## src/rtl/htev_pkg.sv

```systemverilog
package htev_pkg;

   // Wide serial multiplier: a 64 by 64 bit product built one 16 bit digit per cycle.
   localparam int MUL_W   = 64;
   localparam int DIGIT_W = 16;

   localparam int CSR_IDX_W  = 2;
   localparam int CSR_DATA_W = 40;

   // Configuration register indexes.
   localparam logic [CSR_IDX_W-1:0] CSR_CONSTITUENT_COUNT = 2'd0;
   localparam logic [CSR_IDX_W-1:0] CSR_MEAN_LEVEL        = 2'd1;
   localparam logic [CSR_IDX_W-1:0] CSR_EPOCH_SECONDS     = 2'd2;

   // Opcodes carried in tuser.
   localparam logic OP_LOAD     = 1'b0;
   localparam logic OP_EVALUATE = 1'b1;

   // Default values for the top level parameters.
   localparam int DEF_MAX_CONSTITUENTS = 32;
   localparam int DEF_CORDIC_STEPS     = 24;

   // Start vector of the CORDIC, Q4.30, and one radian per hour per turn per second, Q32.
   localparam logic signed [33:0] CORDIC_GAIN       = 34'sd652032874;
   localparam logic [MUL_W-1:0]   RAD_PER_HOUR_Q32  = 64'd97149871472559;

   // atan(2^-i) in turns, Q0.32.
   localparam logic [31:0] TURN_ATAN [32] = '{
      32'h20000000, 32'h12E4051E, 32'h09FB385B, 32'h051111D4, 32'h028B0D43,
      32'h0145D7E1, 32'h00A2F61E, 32'h00517C55, 32'h0028BE53, 32'h00145F2F,
      32'h000A2F98, 32'h000517CC, 32'h00028BE6, 32'h000145F3, 32'h0000A2FA,
      32'h0000517D, 32'h000028BE, 32'h0000145F, 32'h00000A30, 32'h00000518,
      32'h0000028C, 32'h00000146, 32'h000000A3, 32'h00000051, 32'h00000029,
      32'h00000014, 32'h0000000A, 32'h00000005, 32'h00000003, 32'h00000001,
      32'h00000001, 32'h00000000
   };

   typedef struct packed {
      logic [31:0] phase;
      logic [47:0] rate;
      logic [23:0] amp;
   } entry_type;

   // Round to nearest with ties upward at bit position sh, then saturate to 32 bits.
   function automatic logic [31:0] round_sat(input logic signed [63:0] v, input int sh);
      logic signed [63:0] r;
      r = (v + (64'sd1 <<< (sh - 1))) >>> sh;
      if (r > 64'sd2147483647) begin
         round_sat = 32'h7FFFFFFF;
      end else if (r < -64'sd2147483648) begin
         round_sat = 32'h80000000;
      end else begin
         round_sat = r[31:0];
      end
   endfunction

endpackage

```

## src/rtl/htev_digit_mul.sv

```systemverilog
module htev_digit_mul
   import htev_pkg::*;
(
   input  logic                 clock,
   input  logic                 reset,
   input  logic                 start,
   input  logic [MUL_W-1:0]     a,
   input  logic [MUL_W-1:0]     b,
   output logic                 busy,
   output logic [2*MUL_W-1:0]   product
);

   localparam int DIGITS = MUL_W / DIGIT_W;
   localparam int CNT_W  = (DIGITS > 1) ? $clog2(DIGITS) : 1;
   localparam logic [CNT_W-1:0] LAST = CNT_W'(DIGITS - 1);

   logic [MUL_W-1:0] a_ff, b_ff, acc_ff, low_ff;
   logic [CNT_W-1:0] cnt_ff;
   logic             busy_ff;
   logic [MUL_W+DIGIT_W-1:0] sum;

   // While busy, each cycle adds one digit's partial product and retires the low digit.
   assign sum = {{DIGIT_W{1'b0}}, acc_ff} + a_ff * b_ff[DIGIT_W-1:0];

   always_ff @(posedge clock) begin
      if (reset) begin
         busy_ff <= 1'b0;
         cnt_ff  <= '0;
      end else if (start) begin
         busy_ff <= 1'b1;
         cnt_ff  <= '0;
      end else if (busy_ff) begin
         cnt_ff <= cnt_ff + 1'b1;
         if (cnt_ff == LAST) begin
            busy_ff <= 1'b0;
         end
      end
   end

   always_ff @(posedge clock) begin
      if (start) begin
         a_ff   <= a;
         b_ff   <= b;
         acc_ff <= '0;
         low_ff <= '0;
      end else if (busy_ff) begin
         acc_ff <= sum[MUL_W+DIGIT_W-1:DIGIT_W];
         low_ff <= {sum[DIGIT_W-1:0], low_ff[MUL_W-1:DIGIT_W]};
         b_ff   <= b_ff >> DIGIT_W;
      end
   end

   assign busy    = busy_ff;
   assign product = {acc_ff, low_ff};

endmodule

```

## config.mk

```make
export PLATFORM = sky130hd
export DESIGN_NAME = htev_digit_mul
export DESIGN_NICKNAME = d
export VERILOG_FILES = /design/src/rtl/htev_pkg.sv /design/src/rtl/htev_digit_mul.sv
export SDC_FILE = /design/constraint.sdc
export NUM_CORES = 2
export LEC_CHECK = 0
export ABC_AREA = 1
export BUFFER_PORTS_ARGS = -buffer_cell sky130_fd_sc_hd__buf_2
export CAP_MARGIN = 10
export CORE_MARGIN = 2
export CORE_UTILIZATION = 65
export CTS_CLUSTER_DIAMETER = 60
export CTS_CLUSTER_SIZE = 40
export DETAILED_ROUTE_END_ITERATION = 10
export GPL_ROUTABILITY_DRIVEN = 0
export PLACE_DENSITY = 0.9
export SYNTH_ARGS = -nofsm -noshare
export SYNTH_HDL_FRONTEND = slang
export SYNTH_SLANG_ARGS = --single-unit
```

## constraint.sdc

```tcl
create_clock -name clock -period 6.7 [get_ports clock]
set_input_delay 1.005 -clock clock [delete_from_list [all_inputs] [get_ports clock]]
set_output_delay 1.005 -clock clock [all_outputs]
set_load 0.02 [all_outputs]
```

==> results_dict.tcl <==
set metrics [dict create \
    status "finished, violations left" \
    failed_checks "design-rule violations" \
    numPortBuffers 259 \
    antenna_found_initial 3 \
    slew_viol_final 0 \
    final_layout_size_suffix_gt1_share_pct 8.02 \
    dieArea_sq_um 72100 \
    rr_worst_depth 27 \
    timing.rr.end "acc_ff[38]$_SDFFE_PP0P_" \
    dp_hpwl_microns 101000 \
    yosysUniqueCellTypes 36 \
    setup_viol 0 \
    relSlewSlack_pct 25.8 \
    route.final.wire_length_microns 132000 \
    final_cell_mix "1884 x inv_1, 1801 x nand2_1, 930 x fa_1" \
    slowest_stage "fa_1" \
    skew_ns 0.0583 \
    clock_sinks 259 \
    synth_warnings 0 \
    netlist_instances 5979 \
    fin_ws_ns 0.217 \
    synthArstFlopShare_pct 0 \
    rr_startpoint "b_ff[2]$_DFFE_PP_" \
    yosysSeqAreaShare_pct 14.2 \
    grt_pass1_wl_microns 210000 \
    synth_edf_count 128 \
    cts_root_buf "clkbuf_16" \
    ant_nets 0 \
    fp.dieH_microns 269 \
    syn_avg_cell_area_sq_um 7.61 \
    synth_flop_cell "dfxtp_1" \
    ios 260 \
    fin_crit_sh_pct 96.8 \
    tightest_slew_ns 1.11 \
    slowest_delay_ns 0.53 \
    crit_cells 27 \
    crit_path_end "acc_ff[38]$_SDFFE_PP0P_" \
    cts_max_level 2 \
    synth_area_sq_um 45500 \
    maxCapViolCount 0 \
    fin_tns_setup_ns 0 \
    fillers 5017 \
    crit_fanout 35 \
    fin_crit_ns 6.48 \
    die_w_microns 269 \
    cts_buffer_depth 3 \
    nets 7289 \
    cts_buffers 37 \
    worst-path-buf-inv 9 \
    place_ws_ns 0.354 \
    cts.clk_slew.worst_paths_ns 0.09 \
    path_class "register to register" \
    grt_pass1_vias 41400 \
    rows 97 \
    drc 2 \
    clock.fmax_mhz 154 \
    hold_viol 0 \
    worstPathArrival_ns 6.95 \
    grt.total_usage_pct 37.7 \
    drt_iter0_drc 4571 \
    grt_max_degree 93 \
    postPlaceCellArea_sq_um 47400 \
    area.growth.synth_to_final_pct 8.05 \
    synth_nets 7195 \
    start_kind "register" \
    start_util_pct 65.3 \
    cp.required_ns 7.17 \
    final_common_cell "inv_1" \
    worst_setup_path_end_kind "register" \
    dr_total_vias 38900 \
    ctsHoldBuffers 0 \
    clk_latency_ns 0.62 \
    synth_top_area_share_pct 40.9 \
    wl_per_cell_microns 18.8 \
    r2r_slack_ns 0.22 \
    synth_top_cell_by_area "fa_1" \
    core_sq_um 69700 \
    post-route-cell-area_sq_um 49200 \
    first_pass_iters 10 \
    min_path_type "register to register" \
    cp_top_family "adder cells" \
    routed_via_density 5.53 \
    synth_seq_cells 259 \
    crit_start "b_ff[2]$_DFFE_PP_" \
    cp_common_cell "inv_1" \
    cts_tree "done" \
    yosys-top-cells-area "fa_1 41%, inv_1 16%, nand2_1 15%" \
    overflow 0 \
]
## layout make-up
type / count / area (sq um) / area share (%)
tap: 940 / 1180 / 2.39
antenna: 2 / 5.00 / 0.0102
clock inverter: 28 / 413 / 0.840
sequential: 259 / 6470 / 13.2
multi-input combinational: 3539 / 30900 / 62.8
clock buffer: 39 / 955 / 1.94
inverter: 1895 / 7120 / 14.5
timing repair buffer: 341 / 2160 / 4.40
## synthesized netlist by cell type (all sizes together) (6+ instances only)
| cell | number |
|---|---|
| a21oi | 147 |
| nor3 | 9 |
| nand3 | 93 |
| nor2 | 174 |
| fa | 930 |
| o22ai | 37 |
| xnor2 | 13 |
| buf | 39 |
| nand2 | 1825 |
| o21ai | 83 |
| o21bai | 16 |
| clkbuf | 247 |
| inv | 1894 |
| edfxtp | 128 |
| dfxtp | 131 |
| xor2 | 29 |
| a31oi | 6 |
| nor4 | 6 |
| ha | 155 |
## logic make-up after synthesis
kind of cell,count (synthesis),synth area share [%]
xor gates and xnor gates,42,0.808
adders and majority gates,1085,45.2
and+or+nand+nor,2119,18.3
DFF,259,14.2
AOI/OAI and AO/OA,293,3.45
buffers and inverters,2181,18.0
## worst min-delay path by stage
stage	start	to	cells after the start
global placement	low_ff[14]$_SDFFE_PP0P_	low_ff[14]$_SDFFE_PP0P_	2
detailed placement	low_ff[13]$_SDFFE_PP0P_	low_ff[13]$_SDFFE_PP0P_	2
floorplan	cnt_ff[1]$_SDFFE_PP0P_	cnt_ff[1]$_SDFFE_PP0P_	2
global route	low_ff[1]$_SDFFE_PP0P_	low_ff[1]$_SDFFE_PP0P_	2
finish	low_ff[15]$_SDFFE_PP0P_	low_ff[15]$_SDFFE_PP0P_	2
CTS	low_ff[13]$_SDFFE_PP0P_	low_ff[13]$_SDFFE_PP0P_	2
## tightest hold or removal path: stages, from the launching register on
cell	delay, ns
dfxtp_1	0.33
nand2_1	0.05
o21ai_0	0.05
## metal layers
layer / GRT usage [%] / vias up / share of wire (%)
li1: - / 16800 / -
met1: 44.3 / 18500 / 33
met2: 60.6 / 2865 / 46
met3: 11.4 / 820 / 13
met4: 24.1 / 2 / 7.7
met5: 0 / - / 0.0098
## sequential cells by signal, indices dropped and copies added (netlist names)
| signal | cells |
|---|---|
| busy | 1 |
| a_ff | 64 |
| cnt_ff | 2 |
| b_ff | 64 |
| low_ff | 64 |
| acc_ff | 64 |
## through the flow
| step | util [%] | cells | hold slack [ns] |
|---|---|---|---|
| finish | 70.6 | 7043 | 0.461 |
| floorplan | - | 5979 | 0.440 |
| global placement | 68.1 | 6938 | 0.435 |
| CTS | 70.1 | 7005 | 0.463 |
| global route | 70.6 | 7041 | 0.494 |
| detailed placement | 68.1 | 6938 | 0.440 |
## what timing repair did
action,CTS,global route
resized for setup,0,6
endpoints found under the setup margin,0,8
buffers inserted,0,36
Power is left out: the tool's default activity adds up to more than one toggle a clock period on the data nets, which glitch-free logic cannot reach.
