File: config.mk
export PLATFORM = sky130hd
export DESIGN_NAME = htev_cordic
export DESIGN_NICKNAME = d
export VERILOG_FILES = /design/src/rtl/htev_pkg.sv /design/src/rtl/htev_cordic.sv
export SDC_FILE = /design/constraint.sdc
export NUM_CORES = 1
export LEC_CHECK = 0
export BUFFER_PORTS_ARGS = -buffer_cell sky130_fd_sc_hd__buf_4
export CAP_MARGIN = 20
export CORE_ASPECT_RATIO = 2
export CORE_MARGIN = 1.5
export CORE_UTILIZATION = 25
export DETAILED_ROUTE_END_ITERATION = 8
export GPL_ROUTABILITY_DRIVEN = 0
export SETUP_SLACK_MARGIN = 0.05
export SLEW_MARGIN = 10
export SYNTH_ARGS = -nofsm -noshare
export SYNTH_HDL_FRONTEND = slang
export SYNTH_SLANG_ARGS = --single-unit
File: constraint.sdc
create_clock -name clock -period 7.5 [get_ports clock]
set_input_delay 1.125 -clock clock [delete_from_list [all_inputs] [get_ports clock]]
set_output_delay 1.125 -clock clock [all_outputs]
set_load 0.05 [all_outputs]
File: src/rtl/htev_pkg.sv
package htev_pkg;

   // Wide serial multiplier: a 64 by 64 bit product built one 16 bit digit per cycle.
   localparam int MUL_W   = 64;
   localparam int DIGIT_W = 16;

   localparam int CSR_IDX_W  = 2;
   localparam int CSR_DATA_W = 40;

   // Configuration register indexes.
   localparam logic [CSR_IDX_W-1:0] CSR_CONSTITUENT_COUNT = 2'd0;
   localparam logic [CSR_IDX_W-1:0] CSR_MEAN_LEVEL        = 2'd1;
   localparam logic [CSR_IDX_W-1:0] CSR_EPOCH_SECONDS     = 2'd2;

   // Opcodes carried in tuser.
   localparam logic OP_LOAD     = 1'b0;
   localparam logic OP_EVALUATE = 1'b1;

   // Default values for the top level parameters.
   localparam int DEF_MAX_CONSTITUENTS = 32;
   localparam int DEF_CORDIC_STEPS     = 24;

   // Start vector of the CORDIC, Q4.30, and one radian per hour per turn per second, Q32.
   localparam logic signed [33:0] CORDIC_GAIN       = 34'sd652032874;
   localparam logic [MUL_W-1:0]   RAD_PER_HOUR_Q32  = 64'd97149871472559;

   // atan(2^-i) in turns, Q0.32.
   localparam logic [31:0] TURN_ATAN [32] = '{
      32'h20000000, 32'h12E4051E, 32'h09FB385B, 32'h051111D4, 32'h028B0D43,
      32'h0145D7E1, 32'h00A2F61E, 32'h00517C55, 32'h0028BE53, 32'h00145F2F,
      32'h000A2F98, 32'h000517CC, 32'h00028BE6, 32'h000145F3, 32'h0000A2FA,
      32'h0000517D, 32'h000028BE, 32'h0000145F, 32'h00000A30, 32'h00000518,
      32'h0000028C, 32'h00000146, 32'h000000A3, 32'h00000051, 32'h00000029,
      32'h00000014, 32'h0000000A, 32'h00000005, 32'h00000003, 32'h00000001,
      32'h00000001, 32'h00000000
   };

   typedef struct packed {
      logic [31:0] phase;
      logic [47:0] rate;
      logic [23:0] amp;
   } entry_type;

   // Round to nearest with ties upward at bit position sh, then saturate to 32 bits.
   function automatic logic [31:0] round_sat(input logic signed [63:0] v, input int sh);
      logic signed [63:0] r;
      r = (v + (64'sd1 <<< (sh - 1))) >>> sh;
      if (r > 64'sd2147483647) begin
         round_sat = 32'h7FFFFFFF;
      end else if (r < -64'sd2147483648) begin
         round_sat = 32'h80000000;
      end else begin
         round_sat = r[31:0];
      end
   endfunction

endpackage

File: src/rtl/htev_cordic.sv
module htev_cordic
   import htev_pkg::*;
#(
   parameter int CORDIC_STEPS = DEF_CORDIC_STEPS
) (
   input  logic               clock,
   input  logic               reset,
   input  logic               start,
   input  logic [31:0]        angle,
   output logic               busy,
   output logic signed [33:0] cos_out,
   output logic signed [33:0] sin_out
);

   localparam int STEP_W = $clog2(CORDIC_STEPS + 1);
   localparam logic [STEP_W-1:0] LAST = STEP_W'(CORDIC_STEPS - 1);

   logic signed [33:0] x_ff, y_ff, z_ff, xs, ys, at;
   logic [STEP_W-1:0]  step_ff;
   logic [4:0]         sidx;
   logic               busy_ff, flip_ff, flip;

   // Second and third quadrant angles are turned by half a turn.
   assign flip = angle[31] ^ angle[30];
   assign sidx = 5'(step_ff);
   assign xs   = x_ff >>> sidx;
   assign ys   = y_ff >>> sidx;
   assign at   = $signed({2'b00, TURN_ATAN[sidx]});

   always_ff @(posedge clock) begin
      if (reset) begin
         busy_ff <= 1'b0;
         step_ff <= '0;
      end else if (start) begin
         busy_ff <= 1'b1;
         step_ff <= '0;
      end else if (busy_ff) begin
         step_ff <= step_ff + 1'b1;
         if (step_ff == LAST) begin
            busy_ff <= 1'b0;
         end
      end
   end

   always_ff @(posedge clock) begin
      if (start) begin
         x_ff    <= CORDIC_GAIN;
         y_ff    <= '0;
         z_ff    <= 34'($signed(flip ? {~angle[31], angle[30:0]} : angle));
         flip_ff <= flip;
      end else if (busy_ff) begin
         if (!z_ff[33]) begin
            x_ff <= x_ff - ys;
            y_ff <= y_ff + xs;
            z_ff <= z_ff - at;
         end else begin
            x_ff <= x_ff + ys;
            y_ff <= y_ff - xs;
            z_ff <= z_ff + at;
         end
      end
   end

   assign busy    = busy_ff;
   assign cos_out = flip_ff ? -x_ff : x_ff;
   assign sin_out = flip_ff ? -y_ff : y_ff;

endmodule

==> summary.md, run 1 <==
| Metric | Value |
|---|---|
| Run status | `finished, final reports clean` |
| WL per Instance | `~23 um` |
| Die Height | `roughly 380 um` |
| Largest net degree at the start of global routing | `between 80 and 90` |
| Sequential Power Share | `between 10% and 20%` |
| Initial antenna violation count | `0` |
| Drt drc | `0` |
| Most frequent cells in the layout | `225 x nor2_1, 218 x nand2_1, 196 x a21oi_1` |
| Fillers | `7839` |
| Leak | `~8 nW` |
| Vias per cell | `around 5.8` |
| CP Class | `flip-flop to flip-flop` |
| Area Growth Syn to Fin | `10.2%` |
| Synth cell types | `98` |
| Period utilization | `approximately 96%` |
| Total power | `between 10 and 15 mW` |
| WHS Endpoint | `sidx[2]` |
| Worst Reg-to-Reg Cells | `20` |
| Diodes inserted | `0` |
| Hold_buf cts | `0` |
| Critical Path RT | `7.83 ns` |
| H-tree depth | `3` |
| Ratio of cells with drive above 1 in the final layout | `14.1%` |
| CTS tree | `built` |
| Internal power | `about 4.4 mW` |
| Min-delay src | `busy` |
| Slew Viols, Final | `0` |
| Global Route Usage Sum | `between 20% and 30%` |
| Crit. Startpoint | `sidx[0]` |
| Placed cell area | `between 15000 and 20000 um2` |
| Switch Pwr | `5.82 mW` |
| Mapped Cells | `2298` |
| Fmax | `about 0.14 GHz` |
| Grt total ovfl | `0` |
| CTS sink count | `109` |
| Routed WL | `between 70 and 80 mm` |
| Routed vias | `roughly 18000` |
| Max Cap Viol | `0` |
| Hold Path Cell Cnt | `1` |
| Worst setup EP type | `flip-flop` |
| Comb pwr share | `80.9%` |
| Seq/Total Area, Yosys | `between 10% and 20%` |
| Worst Skew | `between 0.01 and 0.015 ns` |
| Remaining antenna violation count | `0` |
| Final TNS setup | `0 ns` |
| Unrepaired setup endpoints after global routing | `no` |
| DRT iter0 DRCs | `1640` |
| Core region area | `71700 um2` |
| Reg area | `between 2000 and 3000 um2` |
| Post-CTS resize count | `0` |
| IO Pins | `between 100 and 150` |
| Post-CTS setup buffer count | `0` |
| EDFF count, synth | `35` |
| Start of the worst register-to-register path | `sidx[0]` |
| R2r setup slk | `between 0.3 and 0.4 ns` |
| Min-Delay Path Class | `flip-flop to flip-flop` |
| Fin area | `around 20000 um2` |
| Power Density | `just over 500 nW/um2` |
| Global-route wire length before repair | `110 mm` |
| Post-Synthesis Net Count | `around 2500` |
| CTS clk-pin slew, worst paths | `0.08 ns` |
| Worst-case clock buffer depth | `2` |
| Syn Std Cell Area | `around 18000 um2` |
| Fraction of power spent switching nets | `between 50% and 60%` |
| Fin nets | `between 2000 and 2500` |
| Die width | `between 150 and 200 um` |
| Drt pass-1 iters | `6` |
| Min cycle time layout | `slightly above 7 ns` |
| Port Buf Inserts | `slightly above 100` |
| Synth Flop Type | `dfxtp_1` |
| Final setup viols | `0` |
| TritonCTS buffer count | `9` |
| Yosys warnings | `0` |
| Most common cell after layout, fill and taps aside | `nor2_1` |
| Worst-path fanout max | `39` |
| Initial Utilization | `between 20% and 30%` |
| Synth async-reset ratio | `0%` |
| Root Driver | `clkbuf_16` |
| Mean cell area of the mapped netlist | `a little under 8 um2` |
| Die ar. | `73900 um2` |
| Synthesized flop and latch total | `between 100 and 150` |
| Worst-Margin Slew | `between 1 and 1.5 ns` |
| Core Rows | `about 140` |
| Worst VDD drop | `about 0.34 mV` |
| Max transition margin | `27.4%` |
| Startpoint Class | `flip-flop` |
| Clock power frac | `approximately 5.4%` |
| Worst skew pair latency | `~0.43 ns` |
| Multi-input combinational cell area | `between 10000 and 15000 um2` |
| Reg-to-reg endpoint | `y_ff[33]` |
| Vias in the first global route | `18100` |
| Hold Fails Final Rpt | `0` |
| Final hold slack | `between 0.5 and 0.6 ns` |
| Critical path arrival | `7.51 ns` |
| DP Wirelength | `55.6 mm` |
## per-stage QoR
stage	cells	utilization, %	setup slack (ns)
floorplan	2298	-	1.67
global placement	3182	27.3	0.646
detailed placement	3182	27.3	0.570
CTS	3198	27.7	0.550
global route	3200	27.8	0.108
finish	3200	27.8	0.312
## cells by family after synthesis
group,Yosys count,share of synthesized area [%]
flops,109,14.0
fa+ha+maj,117,8.23
buf+inv,245,6.18
compound gates,665,23.6
simple gates,686,17.7
mux,232,18.4
xor+xnor,244,11.8
## per-layer routing
layer / GRT usage (%) / wire [um] / share of wire [%] / vias up
met1: 20.6 / 26100 / 35 / 8857
li1: - / - / - / 8401
met4: 14.7 / 6090 / 8.2 / 0
met2: 36.0 / 37800 / 51 / 852
met5: 0 / 0 / 0 / -
met3: 3.28 / 4590 / 6.1 / 306
## worst max-delay path by stage
stage                          end  slack [ns]  cells past startpoint
final                     y_ff[33]        0.31                     20
after CTS                 y_ff[33]        0.55                     20
after detailed placement  y_ff[33]        0.57                     20
after global placement    y_ff[33]        0.65                     21
after floorplan           z_ff[32]        1.67                     25
after global routing      y_ff[33]        0.11                     20
## power by group through the flow
stage	Clock, mW	Combinational (mW)	Sequential, mW
2_1_floorplan	0	6.33	1.00
3_3_place_gp	0	8.10	1.38
3_5_place_dp	0	8.13	1.39
4_1_cts	0.572	8.17	1.37
5_1_grt	0.580	8.97	1.41
6_report	0.552	8.28	1.40
## synth_stat cells (29+ instances only)
cell	instances	area [um2]
o31ai_1	29	218
xor2_1	74	648
nand2_1	218	818
mux2_2	38	428
dfxtp_1	74	1480
nor2_1	225	845
buf_2	31	155
xnor2_1	170	1490
mux2i_1	115	1150
clkbuf_1	99	372
nand3_1	31	155
nand2b_1	30	188
nor3_1	47	235
a21o_1	44	330
ha_1	114	1430
mux4_2	71	1600
o21ai_0	143	716
inv_1	53	199
a21oi_1	196	981
edfxtp_1	35	1050
## area by class of cell
cell class / instances / area share, %
tap: 916 / 5.76
clock buffer: 10 / 1.15
sequential: 109 / 12.8
timing repair buffer: 155 / 6.29
multi-input combinational: 1944 / 72.4
inverter: 60 / 1.13
clock inverter: 6 / 0.390
## sequential cells by signal, summed over array words and instances, names as in the netlist
register  cells
flip_ff       1
busy          1
y_ff         34
sidx          5
z_ff         34
x_ff         34
## worst max-delay path, stage by stage (launching register included)
cell       delay, ns
dfxtp_4         0.71
buf_12          0.32
mux4_2          0.61
a21oi_1         0.23
o22ai_1         0.10
a221oi_1        0.51
nand3_1         0.32
nor4_4          0.58
and3_1          0.34
and3_1          0.20
nor2_1          0.06
xnor2_1         0.38
ha_1            0.36
a2111oi_0       0.54
nand2_1         0.17
a211o_1         0.35
a41o_1          0.28
o41ai_1         0.33
xor2_1          0.29
a21oi_1         0.11
a31o_1          0.22
No activity file was read; power rests on OpenSTA's default activity.
==> inputs of run 2 (changes only) <==
--- a/config.mk
+++ b/config.mk
@@ -8,7 +8,7 @@
 export BUFFER_PORTS_ARGS = -buffer_cell sky130_fd_sc_hd__buf_4
 export CAP_MARGIN = 20
 export CORE_ASPECT_RATIO = 2
-export CORE_MARGIN = 1.5
+export CORE_MARGIN = 2
 export CORE_UTILIZATION = 25
 export DETAILED_ROUTE_END_ITERATION = 8
 export GPL_ROUTABILITY_DRIVEN = 0
==> run 2 against run 1 <==
  * Cell count up 0.44%
  * Die area rose by 0.78%
  * First-iteration DRC count is 13% lower
  * Sequential power hardly changed
  * Non-clock buffer count increased by 12
  * Flip-flop and latch count unchanged
  * Routed wire length fell by 1.1%
  * Clock power down 3%
  * Combinational power is 0.8% higher
  * Count of clock-buffer cells in the layout decreased by 1
  * Critical endpoint is now y_ff[32]
  * Largest cell class unchanged
  * Largest power group unchanged
==> summary.md, run 2 (synthesis gave the netlist of run 1 again) <==
| Metric | Value |
|---|---|
| Post-CTS resize count | `0` |
| Final setup viols | `0` |
| Drt drc | `0` |
| Crit-path cells | `buf_12, mux4_2, mux2i_1, o22ai_1, a221oi_2, nand3_1, nor3_1, buf_4, nor2_1, xor2_1, ha_1, nand3_1, or3_1, o211ai_1, a21oi_1, o41ai_1, o21ai_0, o21ai_0, o41ai_1, o21ai_0, xor2_1, a22o_1` |
| Start of the worst register-to-register path | `sidx[1]` |
| Vias in the first global route | `18200` |
| Post-CTS setup buffer count | `0` |
| Metal3 WL | `between 4 and 5 mm` |
| Initial antenna violation count | `1` |
| Fin nets | `about 2400` |
| Port Buf Inserts | `roughly 100` |
| Min cycle time layout | `~7.1 ns` |
| Vias per cell | `5.70` |
| Worst setup EP type | `flip-flop` |
| Critical Path RT | `just under 8 ns` |
| Run status | `finished, final reports clean` |
| Unrepaired setup endpoints after global routing | `no` |
| Worst-Margin Slew | `1.07 ns` |
| Hold Path Cell Cnt | `1` |
| Hold Fails Final Rpt | `0` |
| Die Height | `between 300 and 400 um` |
| Die ar. | `between 70000 and 80000 um2` |
| Most frequent cells in the layout | `225 x nor2_1, 218 x nand2_1, 196 x a21oi_1` |
| Hold_buf cts | `0` |
| Buf/Inv on CP | `2` |
| Wire length on met1 | `~25 mm` |
| Slowest stage delay, CP | `a little under 0.8 ns` |
| DRT iter0 DRCs | `~1400` |
| Worst skew pair latency | `about 0.43 ns` |
| Remaining antenna violation count | `0` |
| CP Class | `flip-flop to flip-flop` |
| Max stage delay cell, worst path | `o41ai_1` |
| Core region area | `71700 um2` |
| Largest net degree at the start of global routing | `67` |
| Fmax | `about 0.14 GHz` |
| Max transition margin | `between 20% and 30%` |
| Worst VDD drop | `around 0.26 mV` |
| Worst-path fanout max | `48` |
| WHS Endpoint | `sidx[2]` |
| Initial Utilization | `25.2%` |
| Final hold slack | `0.553 ns` |
| TritonCTS buffer count | `9` |
| Power Density | `around 510 nW/um2` |
| Final TNS setup | `0 ns` |
| Grt total ovfl | `0` |
| Root Driver | `clkbuf_16` |
| WL met2 | `37.0 mm` |
| Drt pass-1 iters | `5` |
| Startpoint Class | `flip-flop` |
| CTS clk-pin slew, worst paths | `approximately 0.10 ns` |
| Core Rows | `between 100 and 150` |
| Global-route wire length before repair | `between 100 and 150 mm` |
| Most used cell, CP | `o21ai_0` |
| Worst Skew | `~0.018 ns` |
| DP Wirelength | `about 57 mm` |
| Max Cap Viol | `0` |
| R2r setup slk | `~0.43 ns` |
| Die width | `slightly below 200 um` |
| IO Pins | `approximately 100` |
| Worst Reg-to-Reg Cells | `22` |
| Ratio of cells with drive above 1 in the final layout | `approximately 15%` |
| Min-Delay Path Class | `flip-flop to flip-flop` |
| Reg-to-reg endpoint | `y_ff[32]` |
| Most common cell after layout, fill and taps aside | `nor2_1` |
| Area Growth Syn to Fin | `10.4%` |
| CTS sink count | `~110` |
| Regs by FF count | `x_ff x34, y_ff x34, z_ff x34` |
| CTS tree | `built` |
| Routed vias | `18300` |
| Top Metal Used | `met5` |
| Leak | `between 7 and 8 nW` |
| Routed WL | `roughly 74 mm` |
| Min-delay src | `busy` |
| H-tree depth | `3` |
| Period utilization | `between 90% and 100%` |
| Fillers | `roughly 7800` |
| Slew Viols, Final | `0` |
| WL per Instance | `roughly 23 um` |
| Critical path arrival | `between 7 and 8 ns` |
| Worst-case clock buffer depth | `2` |
| Kind of cell adding the most delay to the critical path | `compound AO/OA/AOI/OAI gates` |
| Global Route Usage Sum | `between 10% and 20%` |
[run 2: cell types whose count changed in the layout (fill, tap and decap cells not counted), sizes merged]
cell | previous run | this run
buf | 154 | 166
clkinv | 2 | 6
diode | 0 | 2
bufinv | 1 | 0
clkbuf | 11 | 10
clkinvlp | 1 | 0
inv | 62 | 61
[run 2: layout make-up]
type / instances / area, um2 / share of cell area, %
Clock inverter: 7 / 73.8 / 0.371
Antenna cell: 2 / 5.00 / 0.0251
Timing Repair Buffer: 167 / 1290 / 6.48
Sequential cell: 109 / 2550 / 12.8
Inverter: 60 / 225 / 1.13
Clock buffer: 9 / 225 / 1.13
Multi-Input combinational cell: 1944 / 14400 / 72.3
Tap cell: 916 / 1150 / 5.75
[run 2: worst max-delay path by stage]
stage	depth (start not counted)	endpoint	startpoint	slack, ns
2_1_floorplan	25	z_ff[32]	sidx[0]	1.67
3_3_place_gp	22	y_ff[32]	sidx[1]	0.66
3_5_place_dp	22	y_ff[32]	sidx[1]	0.60
4_1_cts	22	y_ff[32]	sidx[1]	0.58
5_1_grt	22	x_ff[33]	sidx[1]	0.06
6_report	22	y_ff[32]	sidx[1]	0.43
[run 2: routing by layer]
layer / vias up / global-route usage (%)
met2: 807 / 34.5
met5: - / 0
met3: 315 / 4.04
met1: 8786 / 18.7
li1: 8413 / -
met4: 2 / 17.3
[run 2: power by group]
group	switching [mW]	internal (mW)
combinational	5.06	3.29
sequential	0.505	0.868
clock	0.299	0.236
[run 2: metrics by stage]
step                      instance area (um2)  total power, mW  utilization (%)  cells  setup slack, ns
after floorplan                         18100             7.33                -   2298             1.67
after global placement                  19600             9.55             27.4   3194            0.658
after detailed placement                19600             9.58             27.4   3194            0.604
after CTS                               19900             10.2             27.8   3210            0.577
after global routing                    19900             11.0             27.8   3212           0.0642
final                                   19900             10.3             27.8   3214            0.432
